===== config.mk =====
export PLATFORM = sky130hd
export DESIGN_NAME = wmom_ctrl
export DESIGN_NICKNAME = d
export VERILOG_FILES = /design/src/rtl/windowed_median_offset_monitor_macros.svh /design/src/rtl/wmom_pkg.sv /design/src/rtl/wmom_ctrl.sv
export SDC_FILE = /design/constraint.sdc
export NUM_CORES = 1
export LEC_CHECK = 0
export ABC_AREA = 1
export BUFFER_PORTS_ARGS = -buffer_cell sky130_fd_sc_hd__buf_2
export CAP_MARGIN = 20
export CORE_AREA = 2 2 39 41
export DETAILED_ROUTE_END_ITERATION = 10
export DIE_AREA = 0 0 41 43
export HOLD_SLACK_MARGIN = 0.08
export PLACE_DENSITY = 0.43
export SLEW_MARGIN = 20
export SYNTH_ARGS = -nofsm -noshare
export SYNTH_HDL_FRONTEND = slang
export SYNTH_SLANG_ARGS = --single-unit

===== constraint.sdc =====
create_clock -name clk_i -period 1.77 [get_ports clk_i]
set_clock_uncertainty 0.1 [all_clocks]
set_input_delay 0.177 -clock clk_i [delete_from_list [all_inputs] [get_ports clk_i]]
set_output_delay 0.177 -clock clk_i [all_outputs]
set_load 0.005 [all_outputs]

===== src/rtl/windowed_median_offset_monitor_macros.svh =====
// Assertion helpers used by the median monitor datapath.
// All checks sample on clk_i and are off while rst_ni is low.
`ifndef WINDOWED_MEDIAN_OFFSET_MONITOR_MACROS_SVH
`define WINDOWED_MEDIAN_OFFSET_MONITOR_MACROS_SVH

`ifndef SYNTHESIS

`define WMOM_ASSERT_HOLDS(lbl, cond) \
  lbl: assert property (@(posedge clk_i) disable iff (!rst_ni) (cond)) \
    else $error("wmom: invariant violated");

`define WMOM_ASSERT_IMP(lbl, ante, cons) \
  lbl: assert property (@(posedge clk_i) disable iff (!rst_ni) (ante) |-> (cons)) \
    else $error("wmom: same-cycle implication violated");

`define WMOM_ASSERT_NXT(lbl, ante, cons) \
  lbl: assert property (@(posedge clk_i) disable iff (!rst_ni) (ante) |=> (cons)) \
    else $error("wmom: next-cycle implication violated");

`else

`define WMOM_ASSERT_HOLDS(lbl, cond)
`define WMOM_ASSERT_IMP(lbl, ante, cons)
`define WMOM_ASSERT_NXT(lbl, ante, cons)

`endif

`endif


===== src/rtl/wmom_pkg.sv =====
package wmom_pkg;

  localparam int WINDOW      = 64;
  localparam int SLOT_W      = $clog2(WINDOW);
  localparam int CNT_W       = $clog2(WINDOW + 1);
  localparam int DATA_W      = 64;
  localparam int THR_W       = 32;
  localparam int CNT_OUT_W   = 7;
  localparam int MIN_SAMPLES = 5;
  localparam logic [THR_W-1:0] THR_RESET = THR_W'(600);

  // one step of the merge pass over the sorted list
  typedef enum logic [1:0] {
    OP_NONE   = 2'd0,
    OP_DROP   = 2'd1,
    OP_INSERT = 2'd2,
    OP_COPY   = 2'd3
  } merge_op_e;

  typedef struct packed {
    logic      start;
    merge_op_e op;
    logic      finish;
    logic      calc;
    logic      load;
  } dp_cmd_t;

  typedef struct packed {
    logic exhausted;
    logic cur_is_rm;
    logic v_before;
    logic ins_done;
  } dp_status_t;

endpackage


===== src/rtl/wmom_ctrl.sv =====
module wmom_ctrl (
  input  logic                 clk_i,
  input  logic                 rst_ni,
  input  logic                 s_tvalid_i,
  output logic                 s_tready_o,
  output logic                 m_tvalid_o,
  input  logic                 m_tready_i,
  input  wmom_pkg::dp_status_t status_i,
  output wmom_pkg::dp_cmd_t    cmd_o
);
  import wmom_pkg::*;

  typedef enum logic [3:0] {
    ST_IDLE  = 4'b0001,
    ST_MERGE = 4'b0010,
    ST_ABS   = 4'b0100,
    ST_OUT   = 4'b1000
  } state_e;

  state_e state_q, state_d;
  logic   out_valid_q, out_valid_d;

  always_comb begin
    state_d      = state_q;
    cmd_o        = '0;
    cmd_o.op     = OP_NONE;
    s_tready_o   = 1'b0;
    out_valid_d  = out_valid_q;
    if (out_valid_q && m_tready_i) begin
      out_valid_d = 1'b0;
    end
    case (state_q)
      ST_IDLE: begin
        s_tready_o = 1'b1;
        if (s_tvalid_i) begin
          cmd_o.start = 1'b1;
          state_d     = ST_MERGE;
        end
      end
      ST_MERGE: begin
        if (status_i.exhausted) begin
          // new sample goes at the tail if nothing was larger
          cmd_o.op     = status_i.ins_done ? OP_NONE : OP_INSERT;
          cmd_o.finish = 1'b1;
          state_d      = ST_ABS;
        end else if (status_i.cur_is_rm) begin
          cmd_o.op = OP_DROP;
        end else if (status_i.v_before) begin
          cmd_o.op = OP_INSERT;
        end else begin
          cmd_o.op = OP_COPY;
        end
      end
      ST_ABS: begin
        cmd_o.calc = 1'b1;
        state_d    = ST_OUT;
      end
      ST_OUT: begin
        if (!out_valid_q || m_tready_i) begin
          cmd_o.load  = 1'b1;
          out_valid_d = 1'b1;
          state_d     = ST_IDLE;
        end
      end
      default: begin
        state_d = ST_IDLE;
      end
    endcase
  end

  always_ff @(posedge clk_i or negedge rst_ni) begin
    if (!rst_ni) begin
      state_q     <= ST_IDLE;
      out_valid_q <= 1'b0;
    end else begin
      state_q     <= state_d;
      out_valid_q <= out_valid_d;
    end
  end

  assign m_tvalid_o = out_valid_q;

endmodule


# Yosys cells after proc, flatten, opt, wreduce, memory -nomap -nowiden

Cells that the tools add are included.

Shift operators: 0
Bitwise operators: 0
Mux-type cells: 19
Order comparisons: 0
Reduce and logical (&&, ||, !) cells: 4
Add/sub/neg operators: 0
Multiply operators: 0
Divide/modulo/power cells: 0
Equal/unequal tests: 7

Operators with widths:

| cell                                                                  | count |
|---|---|
| 4-bit one-hot mux with 4 select lines                                 | 1 |
| 4-bit 2-to-1 mux                                                      | 3 |
| 1-bit 2-to-1 mux                                                      | 11 |
| 2-bit 2-to-1 mux                                                      | 3 |
| 2-bit inequality test, second input constant                          | 3 |
| 4-bit by 1-bit equality test with 1-bit output, second input constant | 1 |
| 4-bit by 2-bit equality test with 1-bit output, second input constant | 1 |
| 4-bit by 3-bit equality test with 1-bit output, second input constant | 1 |
| 4-bit equality test, second input constant                            | 1 |
| 3-bit 2-to-1 mux                                                      | 1 |
| 3-bit AND reduction                                                   | 1 |
| 1-bit logical AND                                                     | 1 |
| 1-bit zero test                                                       | 1 |
| 1-bit logical OR                                                      | 1 |

Register bits: 5
Memory bits (writable): 0
Bits of input ports: 8
Word-level logic and storage cells: 32
Output and inout bits: 8
Memory bits (read-only): 0
Bits in latches: 0
Memories kept: 0

# Longest topological paths before layout

Gate-level depths: netlist (run 1).

Word-level depth: 4
Depth in mapped cells: 5
Mapped depth without buffers: 5

# Least setup slack after synthesis (run 1)

Ideal clock, no wire load.

Kind: register to output
Start point: register state_q[0]
End point: output port cmd_o[1] (netlist name)
Arrival time: 0.844 ns
Path slack: 0.649 ns
Cell stages (with the launch flop): 5
Data required time: 1.493 ns
Buffers on the path: 1
Cells stage by stage: dfstp_2 > nor2_1 > nand3_1 > inv_1 > buf_4

RTL lines:

| what                   | RTL line        | source |
|---|---|---|
| start, declared        | wmom_ctrl.sv:20 | `state_e state_q, state_d;` |
| start signal, assigned | wmom_ctrl.sv:76 | `state_q <= state_d;` |
| end, declared          | wmom_ctrl.sv:9  | `output wmom_pkg::dp_cmd_t cmd_o` |

==> Flow_metrics.wiki, run 1 <==
{| class="wikitable"
! Metric !! Value
|-
| Outcome || completed
|-
| Most used standard cell by instance count after synthesis || sky130_fd_sc_hd__nor2_1
|-
| Gr ovfl total || 0
|-
| Portion of synthesized cell area occupied by the leading cell type || 33.90%
|-
| TritonCTS clock tree || done
|-
| Layout overhead on the synthesized area || 45.34%
|-
| Leakage || between 0.0002 and 0.0003 uW
|-
| Synth async-reset ratio || 100.0%
|-
| Share of cells above drive strength 1 || roughly 44%
|-
| Internal Power || 332.4 uW
|-
| Sw Ratio || 37.69%
|-
| Number of antenna violations at the first check in global routing || 0
|-
| Final-report hold violation count || 0
|-
| Endpoint kind of the worst setup timing path || output port
|-
| Final instance area || 429.2 sq um
|-
| R2R Path Start || state_q[0]
|-
| Startpoint type of the worst setup path || flop
|-
| Sequential-to-total area share from yosys stat || 42.80%
|-
| Leading post-synthesis cells by instance count || sky130_fd_sc_hd__nor2_1 (8), sky130_fd_sc_hd__inv_1 (7), sky130_fd_sc_hd__dfrtp_1 (4), sky130_fd_sc_hd__nand2_1 (4), sky130_fd_sc_hd__nand3_1 (4)
|-
| Global-route wire length before repair || 986 um
|-
| TritonCTS buffer count || 3
|-
| Cell area after placement || 382.9 sq um
|-
| Die Ht || ~43 um
|-
| Total via count in the routed design || 318
|-
| DRC violations left || 0
|-
| Cell types occupying the most area after synthesis || sky130_fd_sc_hd__dfrtp_1 (34%), sky130_fd_sc_hd__nor2_1 (10%), sky130_fd_sc_hd__dfstp_2 (8.9%)
|-
| Highest clock rate || 0.6771 GHz
|-
| Area of the die || 1763 sq um
|-
| Boundary pin count || 16
|-
| Routed WL per cell || 8.160 um
|-
| Horizontal die dimension || slightly above 40 um
|-
| Peak supply drop || 452.3 uV
|-
| Detailed-route wire length || 612 um
|-
| Multi-input logic area || 130.1 sq um
|-
| Final period demand of the worst path || around 1.5 ns
|-
| Instance count along the most critical hold path || 4
|-
| Post-synthesis sequential element count || 5
|-
| Critical R2R Capture || state_q[0]
|-
| Cell Chain, Critical Path || nor2_2 -> nand3_1 -> a21oi_1 -> buf_2
|-
| Fill cell count || around 150
|-
| Post-placement cell count || between 60 and 70
|-
| Worst hold path startpoint || s_tvalid_i
|-
| Sum of negative setup slack || 0 ns
|-
| Post-Syn Nets || 47
|-
| Number of standard-cell rows in the floorplan || 14
|-
| Synthesized instance count || 39
|-
| Critical path start-end classification || reg -> out
|-
| Clock root buffer master || sky130_fd_sc_hd__clkbuf_4
|-
| RSZ-0062 raised after global routing || false
|-
| Clock network power share || between 20 and 25%
|-
| Tightest hold margin || 0.1011 ns
|-
| Transition time of the tightest slew-check pin || 0.1793 ns
|-
| Starting DRC count in detailed routing || 5
|-
| Synth area leader || sky130_fd_sc_hd__dfrtp_1
|-
| Final #Nets || 68
|-
| Setup violators final || 0
|-
| Sequential standard cell area || 126.4 sq um
|-
| Flop-to-flop setup slack || 0.63 ns
|-
| Min-delay worst type || in -> reg
|-
| Final weighted congestion in routability-driven placement || 0.7191
|-
| Count of cells resized by post-cts repair || 0
|-
| Effective utilization at floorplan || 21.34%
|-
| TritonCTS sink count || 5
|-
| Total track usage || 8.770%
|-
| Clk pin slew, worst setup/hold paths || roughly 0.040 ns
|-
| Number of buffers on the longest clock path || 2
|-
| Placeable core region || 1384 sq um
|-
| Combinational power share || 42.3%
|-
| Port bufs || 15
|-
| Main synth FF type || sky130_fd_sc_hd__dfrtp_1
|-
| Hold worst-path end || state_q[0]
|-
| Post-DP HPWL || 509.9 um
|-
| Number of distinct library cells after synthesis || 16
|-
| Buffers and inverters on the worst path || 1
|-
| Critical path data arrival time || 1.20 ns
|-
| H-Tree Level Count || 1
|-
| CP max stage cell || sky130_fd_sc_hd__dfrtp_1
|-
| Detailed-router iteration count before antenna repair || 4
|-
| Proportion of power drawn by flip-flops and latches || around a third
|-
| Via count of the first global-routing pass || around 280
|-
| Worst slew margin || about nine tenths
|-
| Max incr delay on CP || 0.39 ns
|-
| Post-CTS setup repair buffer count || 0
|-
| Logic depth of the worst register-to-register path || 4
|-
| DRT antenna net count || 0
|-
| Crit share post-route || 83.45%
|-
| CP required || 1.49 ns
|-
| Later-pin clock latency in the skew report || 0.24 ns
|-
| Antenna diodes || 0
|-
| Psw || 201.1 uW
|-
| Count of warnings emitted by yosys || 0
|-
| Largest delay contributor family on the critical path || flip-flops
|-
| Max-capacitance violation count || 0
|-
| Post-CTS Hold Buffers || 2
|-
| Total power draw || approximately 530 uW
|-
| Synthesized area divided by synthesized cell count || approximately 7.6 sq um
|-
| Fin cells || 75
|-
| Count of flip-flops with a built-in enable after synthesis || 0
|-
| Pwr Density || 1243 nW/um^2
|-
| Post-detailed-route via-to-cell ratio || 4.240
|-
| Cell area after technology mapping || 295.3 sq um
|-
| Max Slew Vio Count || 0
|-
| Largest net degree at the start of global routing || 6
|-
| Maximum fanout encountered on the critical timing path || 3
|}
-- flip-flops by register name, indices dropped and copies added, names as in the netlist --
name	cells
m_tvalid_o	1
state_q	4
-- cells by family after synthesis --
family / count (synthesis) / share of synthesized area [%]
AO/OA/AOI/OAI: 5 / 12.28
flip-flops: 5 / 42.80
buffers and inverters: 9 / 13.14
AND/OR/NAND/NOR: 20 / 31.78
-- worst min-delay path, delay by kind of cell --
kind / cells / cell delay (ns)
and+or+nand+nor: 1 / 0.08
buffers and inverters: 2 / 0.12
AOI/OAI and AO/OA: 1 / 0.05
-- layout make-up --
| type | count | share of cell area, % |
|---|---|---|
| Clock buffer | 4 | 6.122 |
| Inverter | 8 | 7.289 |
| Multi-Input combinational cell | 25 | 30.32 |
| Sequential cell | 5 | 29.45 |
| Tap cell | 16 | 4.665 |
| Timing Repair Buffer | 17 | 22.16 |
-- routing by layer --
metal / part of all wire, % / GRT usage (%) / routed length (um) / vias up
li1: - / - / - / 162
met2: 43 / 12.50 / 265 / 12
met4: 6.0 / 12.00 / 37 / 0
met5: 0 / 0 / 0 / -
met3: 7.4 / 1.571 / 45 / 5
met1: 43 / 8.469 / 264 / 139
-- power groups by stage --
| stage | sequential [uW] | clock [uW] | combinational [uW] |
|---|---|---|---|
| floorplan | 176 | 0 | 155 |
| global placement | 181 | 0 | 224 |
| detailed placement | 180 | 0 | 223 |
| CTS | 178 | 134 | 228 |
| global route | 182 | 145 | 253 |
| finish | 179 | 129 | 226 |
-- worst max-delay path by stage --
stage,start,slack [ns],end,cells past startpoint
detailed placement,state_q[3],0.55,cmd_o[3],4
floorplan,state_q[0],0.65,cmd_o[1],4
global route,state_q[3],0.16,cmd_o[3],4
global placement,state_q[3],0.54,cmd_o[4],4
CTS,state_q[3],0.28,cmd_o[3],4
finish,state_q[3],0.29,cmd_o[3],4
-- stage by stage --
stage	util, %	worst slack (ns)
finish	31.01	0.2930
global route	31.01	0.1572
CTS	31.01	0.2816
detailed placement	27.67	0.5538
global placement	27.67	0.5436
floorplan	-	0.6489
-- cells in the final DEF, fill, tap and decap left out, drive strengths merged, types with 2 or more instances in the layout --
master,count
buf,15
nor2,10
inv,7
nand3,5
nand2,5
dfrtp,4
clkbuf,4
o21ai,3
dlygate4sd3,2
No activity file was read; power rests on OpenSTA's default activity.
==> run 2, diff against run 1 <==
--- a/config.mk
+++ b/config.mk
@@ -12,7 +12,7 @@
 export DETAILED_ROUTE_END_ITERATION = 10
 export DIE_AREA = 0 0 41 43
 export HOLD_SLACK_MARGIN = 0.08
-export PLACE_DENSITY = 0.43
+export PLACE_DENSITY = 0.44
 export SLEW_MARGIN = 20
 export SYNTH_ARGS = -nofsm -noshare
 export SYNTH_HDL_FRONTEND = slang
==> constraint.sdc (replaced) <==
create_clock -name clk_i -period 1.25 [get_ports clk_i]
set_clock_uncertainty 0.1 [all_clocks]
set_input_delay 0.125 -clock clk_i [delete_from_list [all_inputs] [get_ports clk_i]]
set_output_delay 0.125 -clock clk_i [all_outputs]
set_load 0.005 [all_outputs]
==> run 2 against run 1 <==
Effect of this change: global-route usage grew 1.2 points; critical path type unchanged; clock power grew 43%; final cell count grew 6.7%; cell area grew 13%; via count grew 5.3%; non-clock buffer count grew 5; largest power group unchanged; the run now ends with setup timing left; utilization grew 4.2 points; total power grew 54%; combinational power grew 65%; clock-buffer cell count is the same; routed wire length grew 15%; worst setup slack lost 0.43 ns.
==> Flow_metrics.wiki, run 2 (synthesis results as in run 1) <==
{| class="wikitable"
! Metric !! Value
|-
| Outcome || finished, violations left
|-
| Violated checks || setup timing
|-
| Post-DP HPWL || ~510 um
|-
| Total via count in the routed design || between 300 and 400
|-
| Antenna diodes || 0
|-
| Cell Chain, Critical Path || nor2_4 -> nand2_2 -> a211oi_2 -> buf_2
|-
| Worst slew margin || 88.13%
|-
| Detailed-route wire length || 705 um
|-
| Clock root buffer master || sky130_fd_sc_hd__clkbuf_4
|-
| Setup violators final || 8
|-
| Effective utilization at floorplan || 21.34%
|-
| Highest-count cells in the layout ignoring fill and taps || sky130_fd_sc_hd__buf_2 (15), sky130_fd_sc_hd__nor2_1 (7), sky130_fd_sc_hd__inv_1 (6)
|-
| Placeable core region || around 1400 sq um
|-
| Max incr delay on CP || around 0.42 ns
|-
| Final period demand of the worst path || 1.388 ns
|-
| DRT antenna net count || 0
|-
| H-Tree Level Count || 1
|-
| Total power draw || 822.6 uW
|-
| Clk pin slew, worst setup/hold paths || 0.04 ns
|-
| Final weighted congestion in routability-driven placement || 0.6961
|-
| Die Ht || 43 um
|-
| Number of buffers on the longest clock path || 2
|-
| Final-report hold violation count || 0
|-
| Smallest setup slack after layout || -0.1384 ns
|-
| Post-detailed-route via-to-cell ratio || 4.188
|-
| RSZ-0062 raised after global routing || true
|-
| Detailed-router iteration count before antenna repair || 2
|-
| Port bufs || 15
|-
| Global-route wire length before repair || around 1100 um
|-
| Number of standard-cell rows in the floorplan || 14
|-
| Largest register FFs || 4
|-
| Leakage || 0.0002802 uW
|-
| TritonCTS buffer count || 3
|-
| CP max stage cell || sky130_fd_sc_hd__dfrtp_1
|-
| Layout overhead on the synthesized area || 64.83%
|-
| Min-delay worst type || in -> reg
|-
| Boundary pin count || 16
|-
| TritonCTS sink count || 5
|-
| Most frequent standard cell in the layout excluding fill and tap cells || sky130_fd_sc_hd__buf_2
|-
| DRC violations left || 0
|-
| Peak supply drop || 594.0 uV
|-
| CP required || 1.02 ns
|-
| TritonCTS clock tree || done
|-
| Horizontal die dimension || ~40 um
|-
| Biggest register || state_q
|-
| Pwr Density || 1690 nW/um^2
|-
| Endpoint kind of the worst setup timing path || output port
|-
| Area of the die || 1763 sq um
|-
| Max-capacitance violation count || 0
|-
| Later-pin clock latency in the skew report || 0.24 ns
|-
| Final #Nets || 73
|-
| Share of cells above drive strength 1 || 51.56%
|-
| Post-Route Utilization || 35.17%
|-
| Via count of the first global-routing pass || 304
|-
| Routed WL per cell || roughly 8.8 um
|-
| Critical path data arrival time || 1.16 ns
|-
| Total track usage || 9.980%
|-
| Maximum fanout encountered on the critical timing path || 3
|-
| Critical path start-end classification || reg -> out
|-
| Fill cell count || 150
|-
| Startpoint type of the worst setup path || flop
|-
| Transition time of the tightest slew-check pin || 0.1774 ns
|-
| Crit share post-route || 111.1%
|-
| Largest net degree at the start of global routing || 6
|-
| Starting DRC count in detailed routing || 5
|-
| Highest clock rate || 0.7203 GHz
|-
| Number of antenna violations at the first check in global routing || 0
|-
| Gr ovfl total || 0
|-
| Max Slew Vio Count || 0
|}
## run 2: per-stage QoR
stage	setup TNS (ns)	std cells	cell area, sq um	hold WS, ns	setup slack [ns]
after CTS	-0.7449	78	464.2	0.08821	-0.1441
after detailed placement	0	69	382.9	-0.1542	0.09335
after global placement	0	69	382.9	-0.1520	0.08695
after global routing	-1.358	80	486.7	0.1227	-0.2063
after floorplan	0	39	295.3	-0.2706	0.1809
final	-0.7599	80	486.7	0.09888	-0.1384
## run 2: worst paths after layout
check                            start    endpoint  slack, ns  depth (start not counted)
setup / recovery            state_q[2]    cmd_o[4]      -0.14                          4
hold / removal             status_i[3]  state_q[2]        0.1                          3
setup reg to reg            state_q[0]  state_q[0]      -0.04                          6
hold reg to reg             m_tvalid_o  m_tvalid_o       0.45                          2
max in group asynchronous       rst_ni  state_q[0]       0.70                          2
min in group asynchronous       rst_ni  m_tvalid_o       0.14                          2
## run 2: per-layer routing
layer | vias up | wire [um] | global-route usage (%)
met5 | - | 0 | 0
met4 | 0 | 25 | 12.00
met3 | 4 | 40 | 1.571
met2 | 14 | 330 | 13.75
met1 | 147 | 309 | 11.07
li1 | 170 | - | -
## run 2: power breakdown
part	total (uW)	switching, uW	internal [uW]
clock network	185	64.4	121
registers	266	46.1	219
logic	372	204	168
total	823	314	508
## run 2: cell type report
| class | instances | area (sq um) | area share [%] |
|---|---|---|---|
| Timing Repair Buffer | 22 | 135.1 | 27.76 |
| Clock buffer | 4 | 26.28 | 5.398 |
| Multi-Input combinational cell | 25 | 147.6 | 30.33 |
| Inverter | 8 | 31.28 | 6.427 |
| Sequential cell | 5 | 126.4 | 25.96 |
| Tap cell | 16 | 20.02 | 4.113 |
## run 2: critical path: cells and delay by family, from the launching register on
kind | cells | cell delay (ns)
compound gates | 1 | 0.13
buf+inv | 1 | 0.13
flops | 1 | 0.42
simple gates | 2 | 0.25
## run 2: repair_timing
action / 4_1_cts / 5_1_grt
hold buffers: 3 / 0
buffers inserted: 2 / 2
endpoints found under the hold margin: 8 / 0
cloned: 0 / 0
endpoints found under the setup margin: 7 / 8
pin swaps: 2 / 2
gates resized for setup: 2 / 3
==> run 3, diff against run 2 <==
--- a/config.mk
+++ b/config.mk
@@ -8,11 +8,13 @@
 export ABC_AREA = 1
 export BUFFER_PORTS_ARGS = -buffer_cell sky130_fd_sc_hd__buf_2
 export CAP_MARGIN = 20
-export CORE_AREA = 2 2 39 41
+export CELL_PAD_IN_SITES_DETAIL_PLACEMENT = 1
+export CELL_PAD_IN_SITES_GLOBAL_PLACEMENT = 2
+export CORE_MARGIN = 2
+export CORE_UTILIZATION = 18
 export DETAILED_ROUTE_END_ITERATION = 10
-export DIE_AREA = 0 0 41 43
 export HOLD_SLACK_MARGIN = 0.08
-export PLACE_DENSITY = 0.44
+export PLACE_DENSITY = 0.64
 export SLEW_MARGIN = 20
 export SYNTH_ARGS = -nofsm -noshare
 export SYNTH_HDL_FRONTEND = slang
==> run 3 against run 2 <==
Effect of this change: the run still ends with setup timing left; combinational power grew 1%; fmax rose by 1.2%; cell area shrank 2.6%; first-iteration DRC count decreased by 40%; via count is 5.1% lower; routed wire length is 6.1% higher; register-to-register slack better by 0.10 ns; final cell count is 2.5% lower; global-route usage down 0.52 points; highest routed layer is now met3.
==> Flow_metrics.wiki, run 3 (synthesis results as in run 1) <==
{| class="wikitable"
! Metric !! Value
|-
| Outcome || finished, violations left
|-
| Violated checks || setup timing
|-
| Largest register FFs || 4
|-
| Final period demand of the worst path || 1.372 ns
|-
| Number of standard-cell rows in the floorplan || 14
|-
| Final #Nets || 71
|-
| Area of the die || between 1500 and 2000 sq um
|-
| Setup violators final || 7
|-
| Later-pin clock latency in the skew report || approximately 0.24 ns
|-
| Global-route wire length before repair || 1366 um
|-
| Horizontal die dimension || 44.50 um
|-
| Highest-utilization routing layer at the global route stage || met2
|-
| Min-delay worst type || in -> reg
|-
| CP max stage cell || sky130_fd_sc_hd__dfrtp_1
|-
| Maximum fanout encountered on the critical timing path || 3
|-
| Critical R2R Capture || state_q[0]
|-
| DRT antenna net count || 0
|-
| Leakage || 0.0002759 uW
|-
| Final instance area || approximately 470 sq um
|-
| Total via count in the routed design || 318
|-
| Global routing met1 resource utilization || 10.89%
|-
| Transition time of the tightest slew-check pin || 0.2168 ns
|-
| TritonCTS buffer count || 3
|-
| RSZ-0062 raised after global routing || true
|-
| Boundary pin count || 16
|-
| Post-DP HPWL || 591.6 um
|-
| Max-capacitance violation count || 0
|-
| Starting DRC count in detailed routing || 3
|-
| H-Tree Level Count || 1
|-
| Post-detailed-route via-to-cell ratio || about 4.1
|-
| Largest delay contributor family on the critical path || flip-flops
|-
| Met2 Resource Use GR || 16.52%
|-
| Startpoint type of the worst setup path || flop
|-
| Number of buffers on the longest clock path || 2
|-
| Highest-count cells in the layout ignoring fill and taps || sky130_fd_sc_hd__buf_2 (15), sky130_fd_sc_hd__nor2_1 (8), sky130_fd_sc_hd__inv_1 (7)
|-
| Biggest register || state_q
|-
| Routed WL per cell || between 9 and 10 um
|-
| Number of antenna violations at the first check in global routing || 0
|-
| Effective utilization at floorplan || 19.38%
|-
| Pwr Density || 1715 nW/um^2
|-
| DRC violations left || 0
|-
| Highest clock rate || 0.7287 GHz
|-
| Detailed-router iteration count before antenna repair || 4
|-
| Global routing met3 resource utilization || 3.673%
|-
| Logic depth of the worst register-to-register path || 5
|-
| Peak supply drop || between 600 and 700 uV
|-
| R2R Path Start || state_q[0]
|-
| Cell Chain, Critical Path || nor2_4 -> nand2_2 -> a211oi_2 -> buf_2
|-
| Clock root buffer master || sky130_fd_sc_hd__clkbuf_4
|-
| Via count of the first global-routing pass || 336
|-
| Hold worst-path end || state_q[2]
|-
| Buffers and inverters on the worst path || 1
|-
| Crit share post-route || 109.8%
|-
| Worst hold path startpoint || status_i[3]
|-
| Gr ovfl total || 0
|-
| Endpoint kind of the worst setup timing path || output port
|-
| Placeable core region || ~1500 sq um
|-
| Total stage count of the critical path || 4
|-
| Flop-to-flop setup slack || 0.06 ns
|-
| Clk pin slew, worst setup/hold paths || 0.04 ns
|-
| Max incr delay on CP || 0.42 ns
|-
| Max Slew Vio Count || 0
|-
| Layout overhead on the synthesized area || 60.59%
|-
| CP required || between 1 and 1.5 ns
|-
| Detailed-route wire length || roughly 750 um
|-
| Antenna diodes || 0
|-
| Critical path start-end classification || reg -> out
|-
| Most frequent standard cell in the layout excluding fill and tap cells || sky130_fd_sc_hd__buf_2
|-
| Largest net degree at the start of global routing || 6
|-
| Total track usage || 9.464%
|-
| Sum of negative setup slack || -0.6696 ns
|-
| TritonCTS clock tree || done
|-
| Final-report hold violation count || 0
|-
| Worst slew margin || a little under nine tenths
|-
| Port bufs || 15
|-
| Die Ht || 44.50 um
|-
| Critical path data arrival time || ~1.2 ns
|-
| Smallest setup slack after layout || -0.1224 ns
|-
| TritonCTS sink count || 5
|-
| Cell area after placement || 382.9 sq um
|-
| Instance count along the most critical hold path || 3
|-
| Share of cells above drive strength 1 || approximately half
|-
| Final weighted congestion in routability-driven placement || 0.6491
|}
## run 3: cell types whose count changed in the layout (fill, tap and decap cells not counted), sizes merged
cell and delta:
buf -2
## run 3: cell type report
| type | instances | area, sq um |
|---|---|---|
| inverters | 8 | 31.28 |
| flip-flops and latches | 5 | 126.4 |
| fillers | 195 | 1050 |
| repair buffers | 20 | 120.1 |
| clock buffers | 4 | 26.28 |
| multi-input cells | 25 | 150.1 |
| well taps | 16 | 20.02 |
## run 3: worst min-delay path, cell delays in order
cell and delay (ns):
sky130_fd_sc_hd__buf_2 0.12, sky130_fd_sc_hd__inv_1 0.10, sky130_fd_sc_hd__nor2_1 0.06
## run 3: power by group
part / internal [uW] / switching [uW] / total [uW] / leakage [uW]
registers: 219 / 37.8 / 257 / 0.0000651
logic: 169 / 208 / 377 / 0.000196
clock network: 120 / 59.4 / 180 / 0.0000150
## run 3: what timing repair did
| item | CTS | global route |
|---|---|---|
| buffers inserted | 1 | 1 |
| setup endpoints to repair | 7 | 8 |
| hold endpoints to repair | 8 | 0 |
| pin swaps | 1 | 2 |
| gates resized for setup | 3 | 1 |
| hold buffers | 3 | 0 |
## run 3: through the flow
stage | util, % | worst slack [ns] | cells | total power, uW | hold slack (ns)
after floorplan | - | 0.1809 | 39 | 468.1 | -0.2706
after global placement | 25.12 | 0.07326 | 69 | 580.1 | -0.1579
after detailed placement | 25.12 | 0.07535 | 69 | 578.2 | -0.1563
after CTS | 30.30 | -0.1413 | 77 | 807.7 | 0.08582
after global routing | 31.12 | -0.2394 | 78 | 895.4 | 0.1153
final | 31.12 | -0.1224 | 78 | 813.3 | 0.1006
## run 3: how the worst max path moves through the flow
| stage | start | endpoint | slack (ns) |
|---|---|---|---|
| floorplan | state_q[0] | cmd_o[1] | 0.18 |
| global placement | state_q[3] | cmd_o[3] | 0.07 |
| detailed placement | state_q[0] | state_q[0] | 0.08 |
| CTS | state_q[3] | cmd_o[4] | -0.14 |
| global route | state_q[2] | cmd_o[4] | -0.24 |
| finish | state_q[2] | cmd_o[4] | -0.12 |
## run 3: per-layer routing
metal | part of all wire [%] | routed length [um]
met1 | 43 | 324
met2 | 54 | 401
met3 | 2.8 | 21
met4 | 0 | 0
met5 | 0 | 0
